`src/rtl/assert_macros.svh`:
```
// ---------------------------------------------------------------------------
// Assertion macros
// Concurrent assertion helpers, compiled out when SYNTHESIS is defined.
// ---------------------------------------------------------------------------
`ifndef ASSERT_MACROS_SVH
`define ASSERT_MACROS_SVH
`ifndef SYNTHESIS
`define ASSERT_IMPLY(label, clk, rst_n, ante, cons, msg) \
  label: assert property (@(posedge clk) disable iff (!rst_n) (ante) |-> (cons)) else $error(msg);
`define ASSERT_NEXT(label, clk, rst_n, ante, cons, msg) \
  label: assert property (@(posedge clk) disable iff (!rst_n) (ante) |=> (cons)) else $error(msg);
`else
`define ASSERT_IMPLY(label, clk, rst_n, ante, cons, msg)
`define ASSERT_NEXT(label, clk, rst_n, ante, cons, msg)
`endif
`endif

```
`src/rtl/mbcd_pkg.sv`:
```
// ---------------------------------------------------------------------------
// mbcd_pkg
// Shared types and codes for the multibyte BCD / integer field decoder.
// ---------------------------------------------------------------------------
`timescale 1ns / 1ps

package mbcd_pkg;

  // width of the multiply-accumulate datapath (96-bit products plus sign room)
  localparam int MAC_W = 98;

  typedef struct packed {
    logic [31:0]      a;
    logic [31:0]      b;
    logic [MAC_W-1:0] addend;
    logic             hi_sh;   // shift product up by 32
  } mac_op_t;

  // configuration register indexes
  localparam logic [2:0] CFG_ENCODING   = 3'd0;
  localparam logic [2:0] CFG_BCD_SINGLE = 3'd1;
  localparam logic [2:0] CFG_LITTLE_END = 3'd2;
  localparam logic [2:0] CFG_UNIT_MASK  = 3'd3;
  localparam logic [2:0] CFG_INVERT     = 3'd4;
  localparam logic [2:0] CFG_SCALE      = 3'd5;
  localparam logic [2:0] CFG_OFFSET     = 3'd6;

  // encoding modes
  localparam logic [1:0] ENC_BINARY = 2'd0;
  localparam logic [1:0] ENC_BCD    = 2'd1;
  localparam logic [1:0] ENC_BOOL   = 2'd2;

  // nibble selection
  localparam logic [1:0] NSEL_WHOLE = 2'd0;
  localparam logic [1:0] NSEL_LOW   = 2'd1;
  localparam logic [1:0] NSEL_HIGH  = 2'd2;

endpackage

```
`src/rtl/mbcd_mac.sv`:
```
// ---------------------------------------------------------------------------
// mbcd_mac
// Shared 32x32 multiplier with accumulate, product optionally shifted by 32.
// ---------------------------------------------------------------------------
`timescale 1ns / 1ps

module mbcd_mac (
  input  mbcd_pkg::mac_op_t              op,
  output logic [mbcd_pkg::MAC_W-1:0]     res
);

  logic [63:0]                 prod;
  logic [mbcd_pkg::MAC_W-1:0]  prod_ext;

  assign prod = op.a * op.b;

  assign prod_ext = op.hi_sh ? {{(mbcd_pkg::MAC_W-96){1'b0}}, prod, 32'h0}
                             : {{(mbcd_pkg::MAC_W-64){1'b0}}, prod};

  assign res = op.addend + prod_ext;

endmodule

```
`src/rtl/multibyte_bcd_int_field_decoder_unit.sv`:
```
// ---------------------------------------------------------------------------
// multibyte_bcd_int_field_decoder_unit
// A unit is taken in S_IDLE, then combined on the shared 32x32 MAC in S_MA, S_MB
// (plus S_MC, S_MD when little-endian); units past MAX_UNITS are not combined.
// A last unit then passes S_FV (magnitude), S_FA and S_FB (MAC passes), S_FC
// (offset) and S_FIN (round/saturate) before the result item is registered; a
// failed field goes to S_FIN. A new unit is taken only in S_IDLE.
// Reset (rst_n, synchronous): control registers to defaults, field state cleared.
// ---------------------------------------------------------------------------
`timescale 1ns / 1ps
`include "assert_macros.svh"

module multibyte_bcd_int_field_decoder_unit #(
  parameter int MAX_UNITS = 16
) (
  input  logic               clk,
  input  logic               rst_n,
  // unit input channel
  input  logic               in_valid,
  output logic               in_ready,
  input  logic [7:0]         in_unit_byte,
  input  logic               in_from_ram,
  input  logic [1:0]         in_nibble_select,
  input  logic               in_read_ok,
  input  logic               in_last_unit,
  // result channel
  output logic               out_valid,
  input  logic               out_ready,
  output logic signed [63:0] out_field_value,
  output logic               out_read_good,
  // configuration write channel
  input  logic               cfg_valid,
  output logic               cfg_ready,
  input  logic [2:0]         cfg_index,
  input  logic [47:0]        cfg_data
);

  localparam int POS_W = $clog2(MAX_UNITS + 1);
  localparam int MW    = mbcd_pkg::MAC_W;

  localparam logic [8:0]  RADIX_DEC  = 9'd10;
  localparam logic [8:0]  RADIX_BCD2 = 9'd100;
  localparam logic [8:0]  RADIX_BIN  = 9'd256;
  localparam logic [63:0] SAT_MAX    = 64'h7FFF_FFFF_FFFF_FFFF;
  localparam logic [63:0] SAT_MIN    = 64'h8000_0000_0000_0000;

  typedef enum logic [3:0] {
    S_IDLE,   // wait for a unit
    S_MA,     // first MAC pass of combine
    S_MB,     // second MAC pass of combine
    S_MC,     // little-endian weight update, low half
    S_MD,     // little-endian weight update, high half
    S_FV,     // value and scale magnitudes
    S_FA,     // value low word times scale
    S_FB,     // value high word times scale
    S_FC,     // apply sign, add offset
    S_FIN     // round toward zero, saturate, present result
  } state_t;

  // BCD digit above nine reads as zero
  function automatic logic [3:0] bcd_dig(input logic [7:0] d);
    return (d <= 8'd9) ? d[3:0] : 4'd0;
  endfunction

  // ---- registers ----------------------------------------------------------
  state_t            state_r,     state_nxt;
  // configuration
  logic [1:0]        enc_r,       enc_nxt;
  logic              single_r,    single_nxt;
  logic              little_r,    little_nxt;
  logic [7:0]        mask_r,      mask_nxt;
  logic              invert_r,    invert_nxt;
  logic [31:0]       scale_r,     scale_nxt;
  logic [47:0]       offset_r,    offset_nxt;
  // field state
  logic [63:0]       acc_r,       acc_nxt;
  logic [63:0]       weight_r,    weight_nxt;
  logic [POS_W-1:0]  pos_r,       pos_nxt;
  logic              failed_r,    failed_nxt;
  // current unit
  logic [7:0]        uval_r,      uval_nxt;
  logic [8:0]        radix_r,     radix_nxt;
  logic              le_r,        le_nxt;
  logic              last_r,      last_nxt;
  // final scaling datapath
  logic [MW-1:0]     work_r,      work_nxt;
  logic [63:0]       vmag_r,      vmag_nxt;
  logic [31:0]       smag_r,      smag_nxt;
  logic              pneg_r,      pneg_nxt;
  logic [MW-1:0]     sum_r,       sum_nxt;
  // result register
  logic              out_valid_r, out_valid_nxt;
  logic [63:0]       out_value_r, out_value_nxt;
  logic              out_good_r,  out_good_nxt;

  // ---- unit extraction ----------------------------------------------------
  // Nibble selection (skipped for RAM bytes), unit mask, then digit decode.
  logic [7:0] unit_sel;
  logic [7:0] unit_m;
  logic [7:0] uval_c;
  logic [8:0] radix_c;
  logic [7:0] dig_hi;
  logic [7:0] dig_lo;

  always_comb begin
    unit_sel = in_unit_byte;
    if (!in_from_ram) begin
      case (in_nibble_select)
        mbcd_pkg::NSEL_LOW:  unit_sel = {4'h0, in_unit_byte[3:0]};
        mbcd_pkg::NSEL_HIGH: unit_sel = {4'h0, in_unit_byte[7:4]};
        default:             unit_sel = in_unit_byte;  // whole byte, or unused code
      endcase
    end
    unit_m = unit_sel & mask_r;
    dig_hi = {4'h0, bcd_dig({4'h0, unit_m[7:4]})};
    dig_lo = {4'h0, bcd_dig({4'h0, unit_m[3:0]})};
    if (enc_r == mbcd_pkg::ENC_BCD) begin
      if (single_r) begin
        uval_c  = {4'h0, bcd_dig(unit_m)};
        radix_c = RADIX_DEC;
      end else begin
        // hi*10 + lo, at most 99
        uval_c  = (dig_hi << 3) + (dig_hi << 1) + dig_lo;
        radix_c = RADIX_BCD2;
      end
    end else begin
      uval_c  = unit_m;
      radix_c = RADIX_BIN;
    end
  end

  // ---- shared MAC ---------------------------------------------------------
  // Every 64-bit product is built from two 32-bit passes through one
  // multiplier; the high pass lands shifted by 32 on the low pass result.
  mbcd_pkg::mac_op_t mac_op;
  logic [MW-1:0]     mac_res;

  always_comb begin
    mac_op        = '0;
    case (state_r)
      S_MA: begin
        if (le_r) begin
          // acc += uval * weight, low half
          mac_op.a      = weight_r[31:0];
          mac_op.b      = {24'h0, uval_r};
          mac_op.addend = {{(MW-64){1'b0}}, acc_r};
        end else begin
          // acc * radix + uval, low half
          mac_op.a      = acc_r[31:0];
          mac_op.b      = {23'h0, radix_r};
          mac_op.addend = {{(MW-8){1'b0}}, uval_r};
        end
      end
      S_MB: begin
        mac_op.a      = le_r ? weight_r[63:32] : acc_r[63:32];
        mac_op.b      = le_r ? {24'h0, uval_r} : {23'h0, radix_r};
        mac_op.addend = work_r;
        mac_op.hi_sh  = 1'b1;
      end
      S_MC: begin
        mac_op.a = weight_r[31:0];
        mac_op.b = {23'h0, radix_r};
      end
      S_MD: begin
        mac_op.a      = weight_r[63:32];
        mac_op.b      = {23'h0, radix_r};
        mac_op.addend = work_r;
        mac_op.hi_sh  = 1'b1;
      end
      S_FA: begin
        mac_op.a = vmag_r[31:0];
        mac_op.b = smag_r;
      end
      S_FB: begin
        mac_op.a      = vmag_r[63:32];
        mac_op.b      = smag_r;
        mac_op.addend = work_r;
        mac_op.hi_sh  = 1'b1;
      end
      default: mac_op = '0;
    endcase
  end

  mbcd_mac u_mac (
    .op  (mac_op),
    .res (mac_res)
  );

  // ---- final rounding and saturation --------------------------------------
  // Truncation toward zero of sum/65536: bias negative sums by 0xFFFF, then
  // take the arithmetic shift as a slice. Saturate when the quotient does not
  // fit in 64 signed bits.
  logic [MW-1:0]    round_c;
  logic [MW-17:0]   quot_c;
  logic [63:0]      sat_c;
  logic             fits_c;

  always_comb begin
    round_c = sum_r + (sum_r[MW-1] ? {{(MW-16){1'b0}}, 16'hFFFF} : '0);
    quot_c  = round_c[MW-1:16];
    fits_c  = (&quot_c[MW-17:63]) | ~(|quot_c[MW-17:63]);
    if (fits_c) begin
      sat_c = quot_c[63:0];
    end else begin
      sat_c = sum_r[MW-1] ? SAT_MIN : SAT_MAX;
    end
  end

  // ---- sequencer ----------------------------------------------------------
  state_t        done_state;
  logic          fail_v;
  logic [63:0]   v_c;
  logic [31:0]   sneg_mag;

  always_comb begin
    // where a unit goes once combined
    if (!last_r) begin
      done_state = S_IDLE;
    end else if (failed_r) begin
      done_state = S_FIN;
    end else begin
      done_state = S_FV;
    end
  end

  always_comb begin
    state_nxt     = state_r;
    enc_nxt       = enc_r;
    single_nxt    = single_r;
    little_nxt    = little_r;
    mask_nxt      = mask_r;
    invert_nxt    = invert_r;
    scale_nxt     = scale_r;
    offset_nxt    = offset_r;
    acc_nxt       = acc_r;
    weight_nxt    = weight_r;
    pos_nxt       = pos_r;
    failed_nxt    = failed_r;
    uval_nxt      = uval_r;
    radix_nxt     = radix_r;
    le_nxt        = le_r;
    last_nxt      = last_r;
    work_nxt      = work_r;
    vmag_nxt      = vmag_r;
    smag_nxt      = smag_r;
    pneg_nxt      = pneg_r;
    sum_nxt       = sum_r;
    out_valid_nxt = out_valid_r;
    out_value_nxt = out_value_r;
    out_good_nxt  = out_good_r;
    fail_v        = failed_r | ~in_read_ok;
    v_c           = acc_r;
    sneg_mag      = ~scale_r + 32'd1;

    // configuration writes; indexes past the list are dropped
    if (cfg_valid) begin
      case (cfg_index)
        mbcd_pkg::CFG_ENCODING:   enc_nxt    = cfg_data[1:0];
        mbcd_pkg::CFG_BCD_SINGLE: single_nxt = cfg_data[0];
        mbcd_pkg::CFG_LITTLE_END: little_nxt = cfg_data[0];
        mbcd_pkg::CFG_UNIT_MASK:  mask_nxt   = cfg_data[7:0];
        mbcd_pkg::CFG_INVERT:     invert_nxt = cfg_data[0];
        mbcd_pkg::CFG_SCALE:      scale_nxt  = cfg_data[31:0];
        mbcd_pkg::CFG_OFFSET:     offset_nxt = cfg_data;
        default: ;
      endcase
    end

    if (out_valid_r && out_ready) begin
      out_valid_nxt = 1'b0;
    end

    case (state_r)
      S_IDLE: begin
        if (in_valid) begin
          uval_nxt   = uval_c;
          radix_nxt  = radix_c;
          le_nxt     = little_r;
          last_nxt   = in_last_unit;
          failed_nxt = fail_v;
          if (pos_r < POS_W'(MAX_UNITS)) begin
            state_nxt = S_MA;
          end else if (in_last_unit) begin
            // extra units are not combined, only their marks count
            state_nxt = fail_v ? S_FIN : S_FV;
          end
        end
      end
      S_MA: begin
        work_nxt  = mac_res;
        state_nxt = S_MB;
      end
      S_MB: begin
        acc_nxt = mac_res[63:0];
        if (le_r) begin
          state_nxt = S_MC;
        end else begin
          pos_nxt   = pos_r + POS_W'(1);
          state_nxt = done_state;
        end
      end
      S_MC: begin
        work_nxt  = mac_res;
        state_nxt = S_MD;
      end
      S_MD: begin
        weight_nxt = mac_res[63:0];
        pos_nxt    = pos_r + POS_W'(1);
        state_nxt  = done_state;
      end
      S_FV: begin
        if (enc_r == mbcd_pkg::ENC_BOOL) begin
          v_c = {63'h0, (acc_r != 64'h0) ^ invert_r};
        end
        vmag_nxt  = v_c[63] ? (~v_c + 64'd1) : v_c;
        // most negative scale keeps magnitude 0x80000000
        smag_nxt  = scale_r[31] ? sneg_mag : scale_r;
        pneg_nxt  = v_c[63] ^ scale_r[31];
        state_nxt = S_FA;
      end
      S_FA: begin
        work_nxt  = mac_res;
        state_nxt = S_FB;
      end
      S_FB: begin
        work_nxt  = mac_res;
        state_nxt = S_FC;
      end
      S_FC: begin
        sum_nxt   = pneg_r ? ({{(MW-48){offset_r[47]}}, offset_r} - work_r)
                           : ({{(MW-48){offset_r[47]}}, offset_r} + work_r);
        state_nxt = S_FIN;
      end
      S_FIN: begin
        // wait here while an earlier result still sits in the output register
        if (!out_valid_r || out_ready) begin
          out_valid_nxt = 1'b1;
          out_value_nxt = failed_r ? 64'h0 : sat_c;
          out_good_nxt  = ~failed_r;
          acc_nxt       = 64'h0;
          weight_nxt    = 64'd1;
          pos_nxt       = '0;
          failed_nxt    = 1'b0;
          state_nxt     = S_IDLE;
        end
      end
      default: state_nxt = S_IDLE;
    endcase
  end

  always_ff @(posedge clk) begin
    if (!rst_n) begin
      state_r     <= S_IDLE;
      enc_r       <= mbcd_pkg::ENC_BINARY;
      single_r    <= 1'b0;
      little_r    <= 1'b0;
      mask_r      <= 8'hFF;
      invert_r    <= 1'b0;
      scale_r     <= 32'h0001_0000;
      offset_r    <= 48'h0;
      acc_r       <= 64'h0;
      weight_r    <= 64'd1;
      pos_r       <= '0;
      failed_r    <= 1'b0;
      out_valid_r <= 1'b0;
    end else begin
      state_r     <= state_nxt;
      enc_r       <= enc_nxt;
      single_r    <= single_nxt;
      little_r    <= little_nxt;
      mask_r      <= mask_nxt;
      invert_r    <= invert_nxt;
      scale_r     <= scale_nxt;
      offset_r    <= offset_nxt;
      acc_r       <= acc_nxt;
      weight_r    <= weight_nxt;
      pos_r       <= pos_nxt;
      failed_r    <= failed_nxt;
      out_valid_r <= out_valid_nxt;
    end
    uval_r      <= uval_nxt;
    radix_r     <= radix_nxt;
    le_r        <= le_nxt;
    last_r      <= last_nxt;
    work_r      <= work_nxt;
    vmag_r      <= vmag_nxt;
    smag_r      <= smag_nxt;
    pneg_r      <= pneg_nxt;
    sum_r       <= sum_nxt;
    out_value_r <= out_value_nxt;
    out_good_r  <= out_good_nxt;
  end

  // ---- ports ---------------------------------------------------------------
  assign in_ready        = (state_r == S_IDLE);
  assign cfg_ready       = 1'b1;
  assign out_valid       = out_valid_r;
  assign out_field_value = out_value_r;
  assign out_read_good   = out_good_r;

  // ---- assertions ---------------------------------------------------------
  `ASSERT_IMPLY(a_result_from_fin, clk, rst_n, $rose(out_valid_r), $past(state_r) == S_FIN, "result raised outside final state")
  `ASSERT_NEXT(a_field_cleared, clk, rst_n, (state_r == S_FIN) && (!out_valid_r || out_ready), out_valid_r && (pos_r == '0) && !failed_r, "field state not cleared after result")
  `ASSERT_IMPLY(a_pos_bound, clk, rst_n, 1'b1, pos_r <= POS_W'(MAX_UNITS), "unit position past limit")
  `ASSERT_IMPLY(a_weight_fresh, clk, rst_n, pos_r == '0, weight_r == 64'd1, "digit weight not one at field start")
  `ASSERT_IMPLY(a_fail_zero, clk, rst_n, out_valid_r && !out_good_r, out_value_r == 64'h0, "failed field with nonzero value")

endmodule
```
`config.mk`:
```
export PLATFORM = sky130hd
export DESIGN_NAME = multibyte_bcd_int_field_decoder_unit
export DESIGN_NICKNAME = d
export VERILOG_FILES = /design/src/rtl/mbcd_pkg.sv /design/src/rtl/mbcd_mac.sv /design/src/rtl/multibyte_bcd_int_field_decoder_unit.sv
export VERILOG_INCLUDE_DIRS = /design/src /design/src/rtl
export SDC_FILE = /design/constraint.sdc
export NUM_CORES = 2
export LEC_CHECK = 0
export ABC_AREA = 1
export BUFFER_PORTS_ARGS = -buffer_cell sky130_fd_sc_hd__buf_2
export CORE_MARGIN = 10
export CORE_UTILIZATION = 45
export CTS_CLUSTER_DIAMETER = 80
export DETAILED_ROUTE_END_ITERATION = 10
export HOLD_SLACK_MARGIN = 0.08
export PLACE_DENSITY = 0.66
export SYNTH_ARGS = -nofsm -noshare
export SYNTH_HDL_FRONTEND = slang
export SYNTH_SLANG_ARGS = --single-unit
```
`constraint.sdc`:
```
create_clock -name clk -period 11.2 [get_ports clk]
set_input_delay 1.12 -clock clk [delete_from_list [all_inputs] [get_ports clk]]
set_output_delay 1.12 -clock clk [all_outputs]
set_load 0.02 [all_outputs]
```
==> impl_metrics.prom <==
# TYPE chip_impl_metric gauge
chip_impl_info{name="most_used_cells_in_the_layout_excluding_fill_and_tap_cells",value="sky130_fd_sc_hd__nand2_1 (2,384), sky130_fd_sc_hd__inv_1 (2,126), sky130_fd_sc_hd__nor2_1 (1,633)"} 1
chip_impl_metric{name="postLayoutCoreUtil",unit="%"} 54.1
chip_impl_info{name="timing.hold.worst.class",value="reg2reg"} 1
chip_impl_info{name="cp-end-kind",value="flip-flop"} 1
chip_impl_metric{name="post_synth_arst_share",unit="%"} 0
chip_impl_metric{name="post_layout_instance_count_excluding_filler_cells",unit=""} 14800
chip_impl_info{name="outcome",value="complete, no violations"} 1
chip_impl_metric{name="slew_headroom",unit="%"} 16.6
chip_impl_metric{name="postPlaceCellArea",unit="sq mm"} 0.0935
chip_impl_metric{name="synth_edf_count",unit=""} 371
chip_impl_metric{name="first_global_vias",unit=""} 83200
chip_impl_metric{name="global_route_wire_length_before_repair",unit="um"} 561000
chip_impl_metric{name="clk_path_buf_depth",unit=""} 3
chip_impl_metric{name="worst-endpoint-required",unit="ns"} 11.84
chip_impl_info{name="cts-root-buf",value="sky130_fd_sc_hd__clkbuf_16"} 1
chip_impl_metric{name="worst-path-max-fanout",unit=""} 12
chip_impl_metric{name="globalRouteTotalUtil",unit="%"} 38.1
chip_impl_metric{name="total_leakage_power",unit="uW"} 0.0468
chip_impl_metric{name="first_iter_violations",unit=""} 8831
chip_impl_metric{name="setup-violations-final",unit=""} 0
chip_impl_info{name="critPathSlowestCell",value="sky130_fd_sc_hd__fa_2"} 1
chip_impl_metric{name="antenna_found_initial",unit=""} 20
chip_impl_metric{name="finalWirelength",unit="um"} 388000
chip_impl_metric{name="post-route-period-util",unit="%"} 97.4
chip_impl_metric{name="mappedNetlistArea",unit="sq mm"} 0.0818
chip_impl_metric{name="comb_power_share",unit="%"} 30.4
chip_impl_metric{name="grt_start_max_net_pins",unit=""} 94
chip_impl_metric{name="yosysUniqueCellTypes",unit=""} 66
chip_impl_metric{name="first_drt_pass_iteration_count",unit=""} 8
chip_impl_metric{name="slowest_delay",unit="ns"} 0.58
chip_impl_metric{name="areaGrowthSynthToFinish",unit="%"} 19.4
chip_impl_metric{name="power.density",unit="mW/mm^2"} 80.9
chip_impl_metric{name="finalCriticalPeriod",unit="ns"} 10.91
chip_impl_metric{name="layout.filler_cells",unit=""} 17800
chip_impl_metric{name="yosys_register_bits",unit=""} 603
chip_impl_metric{name="fmaxAchievable",unit="MHz"} 91.7
chip_impl_info{name="unrepaired_setup_endpoints_after_global_routing",value="true"} 1
chip_impl_info{name="worstSetupStartpoint",value="state_r[3]$_SDFFE_PN0P_"} 1
chip_impl_metric{name="seq_power_share",unit="%"} 33.9
chip_impl_metric{name="synthesis.nets",unit=""} 12800
chip_impl_metric{name="die_height",unit="um"} 446
chip_impl_metric{name="die_outline_area",unit="sq mm"} 0.199
chip_impl_metric{name="clkTransAtPathRegs",unit="ns"} 0.06
chip_impl_metric{name="net-switching-power",unit="uW"} 3000
chip_impl_metric{name="detail_route.drc_violations",unit=""} 0
chip_impl_metric{name="timing_max_transition_violations_final",unit=""} 0
chip_impl_metric{name="ant_nets",unit=""} 0
chip_impl_metric{name="floorplan.io_pins",unit=""} 137
chip_impl_metric{name="placeableCoreArea",unit="sq mm"} 0.181
chip_impl_metric{name="timing.clock.skew",unit="ns"} 0.0553
chip_impl_info{name="critical_path.endpoint",value="weight_r[42]$_SDFFE_PN0P_"} 1
chip_impl_metric{name="detailedPlacementHpwl",unit="um"} 328000
chip_impl_metric{name="std_cell_rows",unit=""} 156
chip_impl_metric{name="place.port_buffers",unit=""} 135
chip_impl_info{name="layout_commonest_cell",value="sky130_fd_sc_hd__nand2_1"} 1
chip_impl_metric{name="reg2reg_setup_slack",unit="ns"} 0.29
chip_impl_metric{name="routed_via_density",unit=""} 5.62
chip_impl_metric{name="avgSynthCellArea",unit="sq um"} 7.20
chip_impl_metric{name="vdd.ir_drop.worst",unit="V"} 0.000119
chip_impl_metric{name="rr_worst_depth",unit=""} 47
chip_impl_metric{name="multi_input_logic_area",unit="sq mm"} 0.0577
chip_impl_metric{name="tightestPinTransition",unit="ns"} 1.25
chip_impl_metric{name="placedCellCount",unit=""} 14600
chip_impl_metric{name="total_power",unit="uW"} 7900
chip_impl_metric{name="power.switching_fraction",unit="%"} 38.0
chip_impl_metric{name="clockPowerShare",unit="%"} 35.7
chip_impl_metric{name="design_area",unit="sq mm"} 0.0977
chip_impl_metric{name="power_report.internal_total",unit="uW"} 4900
chip_impl_metric{name="numClockSinks",unit=""} 603
chip_impl_metric{name="max_cap_violations",unit=""} 0
chip_impl_metric{name="nNetsFinal",unit=""} 13800
chip_impl_metric{name="drive_gt1_share",unit="%"} 14.3
chip_impl_metric{name="yosysWarningCount",unit=""} 0
chip_impl_metric{name="sequential_cell_area",unit="sq mm"} 0.0158
chip_impl_metric{name="routed_wire_length_per_instance",unit="um"} 26.2
chip_impl_info{name="path_class",value="reg2reg"} 1
chip_impl_metric{name="cp.arrival",unit="ns"} 11.54
chip_impl_metric{name="grt_overflow_total",unit=""} 0
chip_impl_info{name="tritoncts",value="yes"} 1
chip_impl_info{name="r2r-start",value="state_r[3]$_SDFFE_PN0P_"} 1
chip_impl_metric{name="gp_routability_congestion",unit=""} 1.10
chip_impl_metric{name="worstSkewPairLatency",unit="ns"} 0.73
chip_impl_metric{name="synth_sequential_area_ratio",unit="%"} 19.3
chip_impl_metric{name="die_x",unit="um"} 446
chip_impl_metric{name="synthesis.instances",unit=""} 11400
chip_impl_metric{name="dr_total_vias",unit=""} 83200
chip_impl_info{name="cp-start-kind",value="flip-flop"} 1
chip_impl_info{name="rr_endpoint",value="weight_r[42]$_SDFFE_PN0P_"} 1
chip_impl_metric{name="initial_core_util",unit="%"} 45.3
chip_impl_info{name="synth-main-ff-cell",value="sky130_fd_sc_hd__edfxtp_1"} 1
chip_impl_metric{name="tritoncts.num_buffers",unit=""} 81
chip_impl_metric{name="cts.htree.levels",unit=""} 3
chip_impl_metric{name="final_hold_viol_count",unit=""} 0
through the flow:
step	TNS (ns)	worst slack (ns)	hold WS, ns
final	0	0.291	0.430
after global routing	-1.51	-0.109	0.439
after CTS	0	0.0159	0.431
after detailed placement	-2.37	-0.249	0.418
after global placement	-0.299	-0.133	0.420
after floorplan	0	1.62	0.402
cell type report:
cell class | instances | share of cell area (%)
diodes | 5 | 0.0128
clock buffers | 105 | 2.31
clock inverters | 47 | 0.634
inverters | 2162 | 8.32
multi-input cells | 8250 | 59.0
flip-flops and latches | 603 | 16.2
well taps | 2370 | 3.03
repair buffers | 1270 | 10.5
worst min path at each step:
stage / startpoint / end / slack [ns] / cells after the start
2_1_floorplan: little_r$_SDFFE_PN0P_ / le_r$_DFFE_PP_ / 0.40 / 0
3_3_place_gp: little_r$_SDFFE_PN0P_ / le_r$_DFFE_PP_ / 0.42 / 0
3_5_place_dp: little_r$_SDFFE_PN0P_ / le_r$_DFFE_PP_ / 0.42 / 0
4_1_cts: little_r$_SDFFE_PN0P_ / le_r$_DFFE_PP_ / 0.43 / 0
5_1_grt: little_r$_SDFFE_PN0P_ / le_r$_DFFE_PP_ / 0.44 / 0
6_report: little_r$_SDFFE_PN0P_ / le_r$_DFFE_PP_ / 0.43 / 0
state kept, by name, summed over array words and instances, names as in the netlist, 4 cells and up:
register         flops
sum_r               98
work_r              98
acc_r               64
out_field_value     64
vmag_r              64
weight_r            64
offset_r            48
scale_r             32
smag_r              32
mask_r               8
uval_r               8
pos_r                5
state_r              4
per-layer routing:
metal	GRT usage [%]	part of all wire, %
met1	47.0	38
met2	61.7	45
met3	7.11	8.6
met4	23.4	7.7
met5	0	0.044
worst max-delay path, delay by kind of cell (launching register included):
kind / cells / cell delay, ns
AOI/OAI and AO/OA: 8 / 1.83
xor gates and xnor gates: 2 / 0.45
adders and majority gates: 10 / 4.68
buffers and inverters: 18 / 2.31
DFF: 1 / 0.31
and+or+nand+nor: 9 / 1.19
power by group through the flow:
| stage | logic, uW | clock network (uW) | registers (uW) |
|---|---|---|---|
| 6_report | 2400 | 2820 | 2680 |
| 5_1_grt | 2520 | 2930 | 2680 |
| 4_1_cts | 2300 | 2840 | 2670 |
| 3_5_place_dp | 2290 | 0 | 2720 |
| 3_3_place_gp | 2280 | 0 | 2720 |
| 2_1_floorplan | 1230 | 0 | 2670 |
cell families (layout without fill, tap and decap cells):
kind of cell | count (synthesis) | in the layout | share of synthesized area (%)
simple gates | 4792 | 4792 | 23.5
buf+inv | 2506 | 3584 | 11.7
compound gates | 1663 | 1663 | 11.8
fa+ha+maj | 1384 | 1384 | 29.4
flops | 603 | 603 | 19.3
xor+xnor | 407 | 407 | 4.36
mux | 3 | 3 | 0.0367
other cells | 1 | 6 | 0.00458
synth_stat cells (all sizes together) (36+ instances only):
cell | count | area [sq um]
a21o | 39 | 293
a21oi | 665 | 3550
a22o | 64 | 561
a31oi | 81 | 507
buf | 71 | 400
clkbuf | 273 | 1020
dfxtp | 232 | 4640
edfxtp | 371 | 11100
fa | 900 | 18000
ha | 484 | 6060
inv | 2141 | 8040
nand2 | 2428 | 9140
nand3 | 331 | 1680
nand4 | 85 | 532
nor2 | 1719 | 6530
nor3 | 124 | 641
nor4 | 36 | 225
o21ai | 562 | 2810
o21bai | 43 | 323
o22ai | 53 | 332
xnor2 | 111 | 972
xor2 | 296 | 2590
what timing repair did:
item                                    CTS  global route
gates cloned                              0             1
endpoints found under the setup margin   48           133
buffers inserted                          4            16
pin swaps                                 2            65
resized for setup                        19           312
hold buffers                              0             0
No activity file was read; power rests on OpenSTA's default activity.
